**config.mk**
```make
export PLATFORM = sky130hd
export DESIGN_NAME = pixel_write_depth_reduce
export DESIGN_NICKNAME = d
export VERILOG_FILES = /design/src/hdl/pwdr_pkg.sv /design/src/hdl/pwdr_cfg.sv /design/src/hdl/pwdr_geom.sv /design/src/hdl/pwdr_color.sv /design/src/hdl/pixel_write_depth_reduce.sv
export SDC_FILE = /design/constraint.sdc
export NUM_CORES = 1
export LEC_CHECK = 0
export BUFFER_PORTS_ARGS = -buffer_cell sky130_fd_sc_hd__clkbuf_2
export CORE_MARGIN = 1.5
export CORE_UTILIZATION = 40
export DETAILED_ROUTE_END_ITERATION = 8
export PLACE_DENSITY_LB_ADDON = 0.08
export SYNTH_ARGS = -nofsm -noshare
export SYNTH_HDL_FRONTEND = slang
export SYNTH_SLANG_ARGS = --single-unit
```
**constraint.sdc**
```tcl
create_clock -name clk -period 8.8 [get_ports clk]
set_clock_uncertainty 0.05 [all_clocks]
set_input_delay 0.88 -clock clk [delete_from_list [all_inputs] [get_ports clk]]
set_output_delay 0.88 -clock clk [all_outputs]
set_load 0.1 [all_outputs]
```
**src/hdl/pwdr_pkg.sv**
```systemverilog
`timescale 1ns / 1ps
// ----------------------------------------------------------------------------
// pwdr_pkg
// Shared types and constants of the pixel write depth reduction block.
// ----------------------------------------------------------------------------
package pwdr_pkg;

  localparam int DEF_MAX_DIM    = 4096;
  localparam int DEF_ADDR_WIDTH = 24;

  localparam int COLS_W  = 13;
  localparam int DEPTH_W = 6;
  localparam int PROD_W  = 2 * COLS_W;

  localparam logic [COLS_W-1:0]  COLS_RESET  = 13'd800;
  localparam logic [COLS_W-1:0]  ROWS_RESET  = 13'd600;
  localparam logic [DEPTH_W-1:0] DEPTH_RESET = 6'd32;

  localparam logic [1:0] REG_COLS  = 2'd0;
  localparam logic [1:0] REG_ROWS  = 2'd1;
  localparam logic [1:0] REG_DEPTH = 2'd2;

  localparam logic [31:0] BRIGHT_COLOR = 32'h00B8_C4D0;
  localparam logic [31:0] DARK_COLOR   = 32'h000D_1520;
  // luma/100 > 105 is the same as luma sum >= 10600
  localparam logic [14:0] LUMA_LIMIT   = 15'd10600;
  localparam logic [6:0]  LUMA_R       = 7'd30;
  localparam logic [6:0]  LUMA_G       = 7'd59;
  localparam logic [6:0]  LUMA_B       = 7'd11;
  localparam logic [13:0] ROUND_BIAS   = 14'd127;

  typedef enum logic [2:0] {
    MODE_PASS,
    MODE_KEEP,
    MODE_MONO,
    MODE_Q4,
    MODE_Q8,
    MODE_Q16
  } depth_mode_t;

  typedef struct packed {
    logic [COLS_W-1:0]  cols;
    logic [COLS_W-1:0]  rows;
    logic [DEPTH_W-1:0] depth;
  } cfg_t;

  typedef struct packed {
    logic s1_en;
    logic s2_en;
    logic s3_en;
  } pipe_ctl_t;

endpackage

```
**src/hdl/pwdr_cfg.sv**
```systemverilog
`timescale 1ns / 1ps
// ----------------------------------------------------------------------------
// pwdr_cfg
// Configuration registers behind an APB-style port.
// ----------------------------------------------------------------------------
module pwdr_cfg (
  input  logic          clk,
  input  logic          rst_n,
  input  logic          psel,
  input  logic          penable,
  input  logic          pwrite,
  input  logic [3:0]    paddr,
  input  logic [31:0]   pwdata,
  output logic [31:0]   prdata,
  output logic          pready,
  output pwdr_pkg::cfg_t cfg
);
  import pwdr_pkg::*;

  cfg_t       cfg_r;
  cfg_t       cfg_nxt;
  logic [1:0] reg_idx;
  logic       wr_en;

  assign reg_idx = paddr[3:2];
  assign wr_en   = psel && penable && pwrite;
  assign pready  = 1'b1;
  assign cfg     = cfg_r;

  always_comb begin
    cfg_nxt = cfg_r;
    if (wr_en) begin
      case (reg_idx)
        REG_COLS:  cfg_nxt.cols  = pwdata[COLS_W-1:0];
        REG_ROWS:  cfg_nxt.rows  = pwdata[COLS_W-1:0];
        REG_DEPTH: cfg_nxt.depth = pwdata[DEPTH_W-1:0];
        default:   cfg_nxt = cfg_r;
      endcase
    end
  end

  always_comb begin
    case (reg_idx)
      REG_COLS:  prdata = {{(32-COLS_W){1'b0}}, cfg_r.cols};
      REG_ROWS:  prdata = {{(32-COLS_W){1'b0}}, cfg_r.rows};
      REG_DEPTH: prdata = {{(32-DEPTH_W){1'b0}}, cfg_r.depth};
      default:   prdata = 32'd0;
    endcase
  end

  always_ff @(posedge clk) begin
    if (!rst_n) begin
      cfg_r.cols  <= COLS_RESET;
      cfg_r.rows  <= ROWS_RESET;
      cfg_r.depth <= DEPTH_RESET;
    end else begin
      cfg_r <= cfg_nxt;
    end
  end

endmodule

```
**src/hdl/pwdr_geom.sv**
```systemverilog
`timescale 1ns / 1ps
// ----------------------------------------------------------------------------
// pwdr_geom
// Three-stage clip and linear address path: clip and multiply, add, mask.
// ----------------------------------------------------------------------------
module pwdr_geom #(
  parameter int MAX_DIM    = pwdr_pkg::DEF_MAX_DIM,
  parameter int ADDR_WIDTH = pwdr_pkg::DEF_ADDR_WIDTH
) (
  input  logic                  clk,
  input  pwdr_pkg::pipe_ctl_t   ctl,
  input  pwdr_pkg::cfg_t        cfg,
  input  logic signed [15:0]    pos_x,
  input  logic signed [15:0]    pos_y,
  output logic                  on_screen,
  output logic [ADDR_WIDTH-1:0] pixel_address
);
  import pwdr_pkg::*;

  localparam logic [15:0] MAX_DIM_V = 16'(MAX_DIM);

  logic [COLS_W-1:0]     cols_eff;
  logic [COLS_W-1:0]     rows_eff;
  logic                  in_range;
  logic                  inside1_r;
  logic [PROD_W-1:0]     prod1_r;
  logic [COLS_W-1:0]     x1_r;
  logic                  inside2_r;
  logic [PROD_W-1:0]     addr2_r;
  logic                  inside3_r;
  logic [ADDR_WIDTH-1:0] addr3_r;
  logic [31:0]           addr_wide;

  assign cols_eff = ({3'd0, cfg.cols} > MAX_DIM_V) ? MAX_DIM_V[COLS_W-1:0] : cfg.cols;
  assign rows_eff = ({3'd0, cfg.rows} > MAX_DIM_V) ? MAX_DIM_V[COLS_W-1:0] : cfg.rows;

  assign in_range = !pos_x[15] && !pos_y[15]
                    && (pos_x[14:0] < {2'd0, cols_eff})
                    && (pos_y[14:0] < {2'd0, rows_eff});

  assign addr_wide = {{(32-PROD_W){1'b0}}, addr2_r};

  always_ff @(posedge clk) begin
    if (ctl.s1_en) begin
      inside1_r <= in_range;
      prod1_r   <= pos_y[COLS_W-1:0] * cols_eff;
      x1_r      <= pos_x[COLS_W-1:0];
    end
    if (ctl.s2_en) begin
      inside2_r <= inside1_r;
      addr2_r   <= prod1_r + {{(PROD_W-COLS_W){1'b0}}, x1_r};
    end
    if (ctl.s3_en) begin
      inside3_r <= inside2_r;
      addr3_r   <= inside2_r ? addr_wide[ADDR_WIDTH-1:0] : '0;
    end
  end

  assign on_screen     = inside3_r;
  assign pixel_address = addr3_r;

endmodule

```
**src/hdl/pwdr_color.sv**
```systemverilog
`timescale 1ns / 1ps
// ----------------------------------------------------------------------------
// pwdr_color
// Three-stage colour depth reduction: scale and luma, divide by 255, rescale.
// ----------------------------------------------------------------------------
module pwdr_color (
  input  logic                clk,
  input  pwdr_pkg::pipe_ctl_t ctl,
  input  pwdr_pkg::cfg_t      cfg,
  input  logic [31:0]         pixel_in,
  input  logic                raw_write,
  output logic [31:0]         pixel_out
);
  import pwdr_pkg::*;

  depth_mode_t mode;
  logic [5:0]  lvl_r;
  logic [5:0]  lvl_g;
  logic [5:0]  lvl_b;
  logic [14:0] luma;

  depth_mode_t mode1_r;
  logic [31:0] color1_r;
  logic [13:0] v_r1_r;
  logic [13:0] v_g1_r;
  logic [13:0] v_b1_r;
  logic        bright1_r;

  depth_mode_t mode2_r;
  logic [31:0] color2_r;
  logic [5:0]  q_r2_r;
  logic [5:0]  q_g2_r;
  logic [5:0]  q_b2_r;
  logic        bright2_r;

  logic [6:0]  st_r;
  logic [6:0]  st_g;
  logic [6:0]  st_b;
  logic [12:0] s_r;
  logic [12:0] s_g;
  logic [12:0] s_b;
  logic [31:0] color_nxt;
  logic [31:0] color3_r;

  function automatic logic [5:0] div255(input logic [13:0] v);
    logic [14:0] t;
    t = {1'b0, v} + 15'd1 + {7'd0, v[13:8]};
    return t[13:8];
  endfunction

  always_comb begin
    if (raw_write || cfg.depth >= 6'd24) begin
      mode = MODE_PASS;
    end else begin
      case (cfg.depth)
        6'd1:    mode = MODE_MONO;
        6'd4:    mode = MODE_Q4;
        6'd8:    mode = MODE_Q8;
        6'd16:   mode = MODE_Q16;
        default: mode = MODE_KEEP;
      endcase
    end
  end

  always_comb begin
    case (mode)
      MODE_Q8: begin
        lvl_r = 6'd7;  lvl_g = 6'd7;  lvl_b = 6'd3;
      end
      MODE_Q16: begin
        lvl_r = 6'd31; lvl_g = 6'd63; lvl_b = 6'd31;
      end
      default: begin
        lvl_r = 6'd3;  lvl_g = 6'd3;  lvl_b = 6'd3;
      end
    endcase
  end

  assign luma = 15'(pixel_in[23:16] * LUMA_R) + 15'(pixel_in[15:8] * LUMA_G)
              + 15'(pixel_in[7:0] * LUMA_B);

  always_comb begin
    case (mode2_r)
      MODE_Q8: begin
        st_r = 7'd36; st_g = 7'd36; st_b = 7'd85;
      end
      MODE_Q16: begin
        st_r = 7'd8;  st_g = 7'd4;  st_b = 7'd8;
      end
      default: begin
        st_r = 7'd85; st_g = 7'd85; st_b = 7'd85;
      end
    endcase
  end

  assign s_r = q_r2_r * st_r;
  assign s_g = q_g2_r * st_g;
  assign s_b = q_b2_r * st_b;

  always_comb begin
    case (mode2_r)
      MODE_PASS: color_nxt = color2_r;
      MODE_KEEP: color_nxt = {8'd0, color2_r[23:0]};
      MODE_MONO: color_nxt = bright2_r ? BRIGHT_COLOR : DARK_COLOR;
      MODE_Q4, MODE_Q8, MODE_Q16: color_nxt = {8'd0, s_r[7:0], s_g[7:0], s_b[7:0]};
      default:   color_nxt = color2_r;
    endcase
  end

  always_ff @(posedge clk) begin
    if (ctl.s1_en) begin
      mode1_r   <= mode;
      color1_r  <= pixel_in;
      v_r1_r    <= 14'(pixel_in[23:16] * lvl_r) + ROUND_BIAS;
      v_g1_r    <= 14'(pixel_in[15:8] * lvl_g) + ROUND_BIAS;
      v_b1_r    <= 14'(pixel_in[7:0] * lvl_b) + ROUND_BIAS;
      bright1_r <= luma >= LUMA_LIMIT;
    end
    if (ctl.s2_en) begin
      mode2_r   <= mode1_r;
      color2_r  <= color1_r;
      q_r2_r    <= div255(v_r1_r);
      q_g2_r    <= div255(v_g1_r);
      q_b2_r    <= div255(v_b1_r);
      bright2_r <= bright1_r;
    end
    if (ctl.s3_en) begin
      color3_r <= color_nxt;
    end
  end

  assign pixel_out = color3_r;

endmodule

```
**src/hdl/pixel_write_depth_reduce.sv**
```systemverilog
`timescale 1ns / 1ps
// ----------------------------------------------------------------------------
// pixel_write_depth_reduce
// Clips pixel writes to the screen, forms the linear address and reduces the
// colour to the configured depth.
// ----------------------------------------------------------------------------
// The block takes one pixel word per clock through a three-stage pipeline
// whose last stage is the output register; stage one clips and multiplies y
// by the column count, stage two adds x and divides the scaled channels by
// 255, stage three rescales and picks the colour. Throughput is one word per
// cycle while the output is not stalled; a stalled output holds the last
// stage at once but stalls the input only once every stage is full.
// Configuration registers must be written while the pipeline is empty.
module pixel_write_depth_reduce #(
  parameter int MAX_DIM    = pwdr_pkg::DEF_MAX_DIM,
  parameter int ADDR_WIDTH = pwdr_pkg::DEF_ADDR_WIDTH
) (
  input  logic                  clk,
  input  logic                  rst_n,
  input  logic                  in_valid,
  output logic                  in_stall,
  input  logic signed [15:0]    in_pos_x,
  input  logic signed [15:0]    in_pos_y,
  input  logic [31:0]           in_pixel_in,
  input  logic                  in_raw_write,
  output logic                  out_valid,
  input  logic                  out_stall,
  output logic                  out_write_enable,
  output logic [ADDR_WIDTH-1:0] out_pixel_address,
  output logic [31:0]           out_pixel_out,
  input  logic                  psel,
  input  logic                  penable,
  input  logic                  pwrite,
  input  logic [3:0]            paddr,
  input  logic [31:0]           pwdata,
  output logic [31:0]           prdata,
  output logic                  pready
);
  import pwdr_pkg::*;

  cfg_t        cfg;
  pipe_ctl_t   ctl;
  logic        v1_r;
  logic        v2_r;
  logic        v3_r;
  logic        on_screen;
  logic [31:0] color;

  assign ctl.s3_en = !v3_r || !out_stall;
  assign ctl.s2_en = !v2_r || ctl.s3_en;
  assign ctl.s1_en = !v1_r || ctl.s2_en;
  assign in_stall  = !ctl.s1_en;

  always_ff @(posedge clk) begin
    if (!rst_n) begin
      v1_r <= 1'b0;
      v2_r <= 1'b0;
      v3_r <= 1'b0;
    end else begin
      if (ctl.s1_en) v1_r <= in_valid;
      if (ctl.s2_en) v2_r <= v1_r;
      if (ctl.s3_en) v3_r <= v2_r;
    end
  end

  pwdr_cfg u_cfg (
    .clk     (clk),
    .rst_n   (rst_n),
    .psel    (psel),
    .penable (penable),
    .pwrite  (pwrite),
    .paddr   (paddr),
    .pwdata  (pwdata),
    .prdata  (prdata),
    .pready  (pready),
    .cfg     (cfg)
  );

  pwdr_geom #(
    .MAX_DIM    (MAX_DIM),
    .ADDR_WIDTH (ADDR_WIDTH)
  ) u_geom (
    .clk           (clk),
    .ctl           (ctl),
    .cfg           (cfg),
    .pos_x         (in_pos_x),
    .pos_y         (in_pos_y),
    .on_screen     (on_screen),
    .pixel_address (out_pixel_address)
  );

  pwdr_color u_color (
    .clk       (clk),
    .ctl       (ctl),
    .cfg       (cfg),
    .pixel_in  (in_pixel_in),
    .raw_write (in_raw_write),
    .pixel_out (color)
  );

  assign out_valid        = v3_r;
  assign out_write_enable = on_screen;
  assign out_pixel_out    = on_screen ? color : 32'd0;

endmodule

```
# --- Word-level counts from Yosys, hierarchy flattened ---
# Index checks and enable logic that the tools add are counted.
totals:
  romBits: 0
  word_cells: 102
  latchBits: 0
  n_memories: 0
  mem_bits_rw: 0
  register_bits: 287
  output_inout_bits: 92
op_classes:
  order_cmp: 6
  n_div: 0
  addsub: 12
  n_shift: 0
  reduce_logical: 21
  mul: 10
  n_bitwise: 0
  eq_ne: 13
  n_mux: 14
op_table:
  columns: ["op", "n"]
  rows:
  - ["$pmux W32 S3", 1]
  - ["$add A14 B1 Y14 const B", 3]
  - ["$add A14 B6 Y14", 3]
  - ["$add A14 B7 Y14 const B", 3]
  - ["$pmux W13 S3", 1]
  - ["$mux W32", 1]
  - ["$lt A15 B13 Y1", 2]
  - ["$pmux W7 S2", 2]
  - ["$gt A13 B13 Y1 const B", 2]
  - ["$mul A8 B5 Y13", 2]
  - ["$mux W13", 2]
  - ["$add A24 B13 Y24", 1]
  - ["$mul A13 B13 Y24", 1]
  - ["$mul A6 B7 Y8", 3]
  - ["$mul A8 B4 Y12 const B", 2]
  - ["$mux W24", 1]
  - ["$add A13 B14 Y15", 1]
  - ["$add A15 B12 Y15", 1]
  - ["$ge A15 B14 Y1 const B", 1]
  - ["$mul A8 B6 Y14", 1]
  - ["$mul A8 B6 Y14 const B", 1]
  - ["$eq A3 B3 Y1 const B", 4]
  - ["$pmux W3 S4", 1]
  - ["$pmux W6 S2", 1]
  - ["other kinds (19)", 35]

# --- Depth between registers and ports, before layout ---
logic_depth:
  depth_word: 7
  ltp_mapped: 24
  depth_no_buf: 24

# --- Hierarchy ---
# Synthesis repeated with hierarchy kept, for this count alone.
unflattened:
  hier_cells: 2514
  hier_area_um2: 26634.3
modules_own_cells:
  columns: ["module", "cells_each", "instances", "area_per_inst_um2", "seq_area_each_um2"]
  rows:
  - ["pwdr_color", 1318, 1, 14786.7, 4924.7]
  - ["pwdr_geom", 964, 1, 9818.2, 2642.5]
  - ["pwdr_cfg", 185, 1, 1700.4, 640.6]
  - ["pixel_write_depth_reduce", 47, 1, 329.1, 60.1]

# --- Worst setup path before layout ---
# Ideal clock, no wire load.
synth_path:
  kind: "input to register"
  startpoint: "input port in_pixel_in[16]"
  endpoint: "register u_color.bright1_r (data pin)"
  path_buffers: 0
  cell_stages: 21
  path_slack_ns: 2.755
  setup_ns: 0.262
  arrival_ns: 5.733
  path_cell_list: "fa_1 -> fa_1 -> ha_1 -> a21o_1 -> a21oi_1 -> o21bai_1 -> a21oi_1 -> o21ai_0 -> xor2_1 -> ha_1 -> inv_1 -> fa_1 -> fa_1 -> inv_1 -> ha_1 -> or4_1 -> a21oi_1 -> o31ai_1 -> a21oi_1 -> xor2_1 -> o21ai_0"
synth_via:
  elab_chain_cells: 4
synth_lines:
  columns: ["element", "line_no", "source"]
  rows:
  - ["from (decl)", "pixel_write_depth_reduce.sv:24", "input logic [31:0] in_pixel_in,"]
  - ["$mul A8 B4 Y12", "pwdr_color.sv:79", "assign luma = 15'(pixel_in[23:16] * LUMA_R) + 15'(pixel_in[15:8] * LUMA_G)"]
  - ["$add A13 B14 Y15", "pwdr_color.sv:79", null]
  - ["$add A15 B12 Y15", "pwdr_color.sv:80", "+ 15'(pixel_in[7:0] * LUMA_B);"]
  - ["$ge A15 B14 Y1", "pwdr_color.sv:117", "bright1_r <= luma >= LUMA_LIMIT;"]
  - ["to (signal assigned)", "pwdr_color.sv:117", null]
  - ["to (decl)", "pwdr_color.sv:27", "logic bright1_r;"]
# Every way passes these cells.
# A chain may end at the register's enable or synchronous reset.

# --- Worst setup path after layout ---
layout_path:
  startpoint: "register u_cfg.cfg_r (netlist bit u_cfg.cfg[31])"
  endpoint: "register u_geom.prod1_r[23] (data pin)"
layout_via:
  elab_chain_cells: 3
layout_lines:
  columns: ["element", "line_no", "source"]
  rows:
  - ["from (decl)", "pwdr_cfg.sv:20", "cfg_t cfg_r;"]
  - ["from (signal assigned)", "pwdr_cfg.sv:57", "cfg_r <= cfg_nxt;"]
  - ["$gt A13 B13 Y1", "pwdr_geom.sv:34", "assign cols_eff = ({3'd0, cfg.cols} > MAX_DIM_V) ? MAX_DIM_V[COLS_W-1:0] : cfg.cols;"]
  - ["$mux W13 (*)", "pwdr_geom.sv:34", null]
  - ["$mul A13 B13 Y24 (*)", "pwdr_geom.sv:46", "prod1_r <= pos_y[COLS_W-1:0] * cols_eff;"]
  - ["to (signal assigned)", "pwdr_geom.sv:46", null]
  - ["to (decl)", "pwdr_geom.sv:26", "logic [PROD_W-1:0] prod1_r;"]
# Mark *: on every way between the ends. The rest lies on a longest branch, timed or not.

==> key figures <==
Logic synthesis
  • FF+latch count, synth: 287
  • Synth cell types: 77
  • Synth area leaders: edfxtp_1 (29%), fa_1 (20%), ha_1 (14%)
  • Post-synthesis sequential area ratio: 31.4%
  • Post-synth EDFFs: 252
  • Most instantiated cells after synthesis: inv_1 (416), ha_1 (292), fa_1 (262), edfxtp_1 (252), nand2_1 (247)
  • Ys async rst share: 0%
  • Ys flop type: edfxtp_1
  • Synth top area share: 28.7%
  • Cell count after synthesis: 2542
  • Yosys warnings: 0
  • Mean Syn Cell Area: 10.4 um^2
  • Cell Area, Synth: 26300 um^2
  • Area leader, netlist: edfxtp_1
  • Most common cell in the netlist: inv_1

Critical path
  • Worst setup SP type: flop
  • WP data arrival: 6580 ps
  • CP Capture Type: flop
  • Critical path peak fanout: 14
  • CP required: 9020 ps
  • Type of the worst setup path: flop to flop

Placed design
  • Placer Congestion: 0.846
  • I/O Buffers: 158
  • Pre-CTS setup slack: 1960 ps
  • DP Area: 28000 um^2
  • Cells after DPL: 3498
  • Hpwl dp: 46800 um

Floorplan
  • Die Y-Extent: 260 um
  • Rows: 93
  • Initial Utilization: 40.7%
  • Core ar.: 64700 um^2
  • Die X: 260 um
  • I/O Pins: 200
  • DIE AREA: 67400 um^2

GRT
  • Number of antenna violations at the first check in global routing: 3
  • Largest net degree at the start of global routing: 80
  • Gr ovfl total: 0
  • Vias in the first global route: 18.1k
  • Global-route wire length before repair: 97000 um
  • Gr usage total: 18.2%

Clock network
  • Clk root buf: clkbuf_16
  • CTS tree: done
  • Post CTS Setup Buffer Count: 0
  • CTS H-tree lvls: 2
  • CTS Buf Count: 36
  • Resized Gates After CTS: 0
  • Clock sinks: 287
  • Max clock buf depth: 3
  • Clock transition at path regs: 60 ps
  • Worst-skew pair later-pin latency: 560 ps
  • Post-CTS Hold Buffers: 0

Timing
  • Worst Tran Pin Value: 1150 ps
  • Max-slew violation count: 0
  • Tcrit/Tclk final: 72.3%
  • Fmax: 0.157 GHz
  • Final Hold Vio Count: 0
  • Final WS setup: 2440 ps
  • Setup violators final: 0
  • Hold_ws: 363 ps
  • Max transition margin: 22.9%
  • Final min period: 6360 ps
  • RSZ-0062 raised after global routing: false
  • Setup TNS: 0 ps

Layout
  • NumNets Final: 3343
  • Layout area overhead: 10.6%
  • Ant. Diodes: 0
  • Post-Route Utilization: 45.0%
  • Final Instance Area: 29100 um^2
  • Post-route insts no fill: 3558
  • Layout cells sized above 1: 9.03%

Drt
  • Routed Antenna Nets: 0
  • Final Routed Wirelength: 59100 um
  • Initial drt markers: 901
  • DR DRC count: 0
  • Routed vias/inst: 4.94
  • Vias: 17.6k
  • Wire length per cell: 16.6 um
  • TritonRoute pass-1 iters: 5

Pwr
  • Overall power: 6.23 mW
  • Worst VDD drop: 0.419 mV
  • PwrDens: 214 nW/um^2
  • LEAKAGE: 13.9 nW

Run
  • Max-Cap Viols: 0

Status
  • Status: finished, final reports clean

Hold path
  • Min-Delay Path Class: flop to flop
## cells by family (layout without fill, tap and decap cells)
family,after synthesis,count (layout),share of synthesized area (%)
flops,287,287,31.4
xor+xnor,155,155,5.16
buf+inv,509,651,7.58
fa+ha+maj,554,554,33.8
compound gates,321,321,8.04
simple gates,697,697,13.3
other cells,2,21,0.0285
mux,17,17,0.651
## power breakdown
part	switching [mW]	internal (mW)
Clock	0.573	0.868
Combinational	1.69	1.26
Sequential	0.110	1.73
Total	2.37	3.86
## cell usage in the layout, fill, tap and decap left out, types with 21 or more instances in the layout
| cell type | n |
|---|---|
| dfxtp_1 | 35 |
| conb_1 | 21 |
| nor2_1 | 75 |
| and2_1 | 158 |
| xor2_1 | 49 |
| a21oi_1 | 88 |
| a21boi_0 | 24 |
| ha_1 | 292 |
| fa_1 | 262 |
| nor2b_1 | 34 |
| a21o_1 | 27 |
| a211oi_1 | 21 |
| clkbuf_2 | 158 |
| inv_1 | 415 |
| clkbuf_16 | 38 |
| xnor2_1 | 106 |
| nand3_1 | 46 |
| edfxtp_1 | 252 |
| and3_1 | 39 |
| nand2_1 | 245 |
| o21ai_0 | 56 |
| nor3_1 | 26 |
## worst paths after layout
kind | start | end | slack, ps | cells after the start
max reg2reg | u_cfg.cfg[31]$_SDFFE_PN0P_ | u_geom.prod1_r[23]$_DFFE_PN_ | 2440 | 18
max | u_cfg.cfg[31]$_SDFFE_PN0P_ | u_geom.prod1_r[23]$_DFFE_PN_ | 2440 | 18
min | u_color.color1_r[0]$_DFFE_PN_ | u_color.color2_r[0]$_DFFE_PP_ | 360 | 0
min reg2reg | u_color.color1_r[0]$_DFFE_PN_ | u_color.color2_r[0]$_DFFE_PP_ | 360 | 0
## final cells by class
| cell class | instances | area (um^2) |
|---|---|---|
| fill | 6295 | 35600 |
| sequential | 287 | 8270 |
| inverter | 416 | 1560 |
| clock buffer | 39 | 955 |
| multi-input combinational | 1765 | 16100 |
| tap | 855 | 1070 |
| timing repair buffer | 175 | 918 |
| clock inverter | 21 | 198 |
## layer usage
layer	track usage, %	part of all wire [%]	vias up
met5	0	0.022	-
met4	3.76	1.4	2
met3	2.45	3.8	69
met2	28.2	44	282
met1	27.0	51	8580
li1	-	-	8640
## flip-flops by register name (all words and copies together) (netlist names), 13 cells and up
register / count
u_cfg.cfg: 32
u_color.color1_r: 32
u_color.color2_r: 32
u_color.pixel_out: 32
u_geom.addr2_r: 24
u_geom.pixel_address: 24
u_geom.prod1_r: 24
u_color.v_b1_r: 14
u_color.v_g1_r: 14
u_color.v_r1_r: 14
u_geom.x1_r: 13
## worst max-delay path, cell delays in order (launching register included)
cell      delay, ps
dfxtp_1         400
nor2b_1         920
nand2_1         200
fa_1            570
inv_1            50
fa_1            510
fa_1            510
inv_1            50
fa_1            470
inv_1            60
fa_1            490
ha_1            260
nor3_1          260
o211ai_1        160
a41oi_1         440
o31ai_1         180
a31o_1          260
a21oi_2         140
xnor2_1          80
Power figures use the tool's default switching activity.
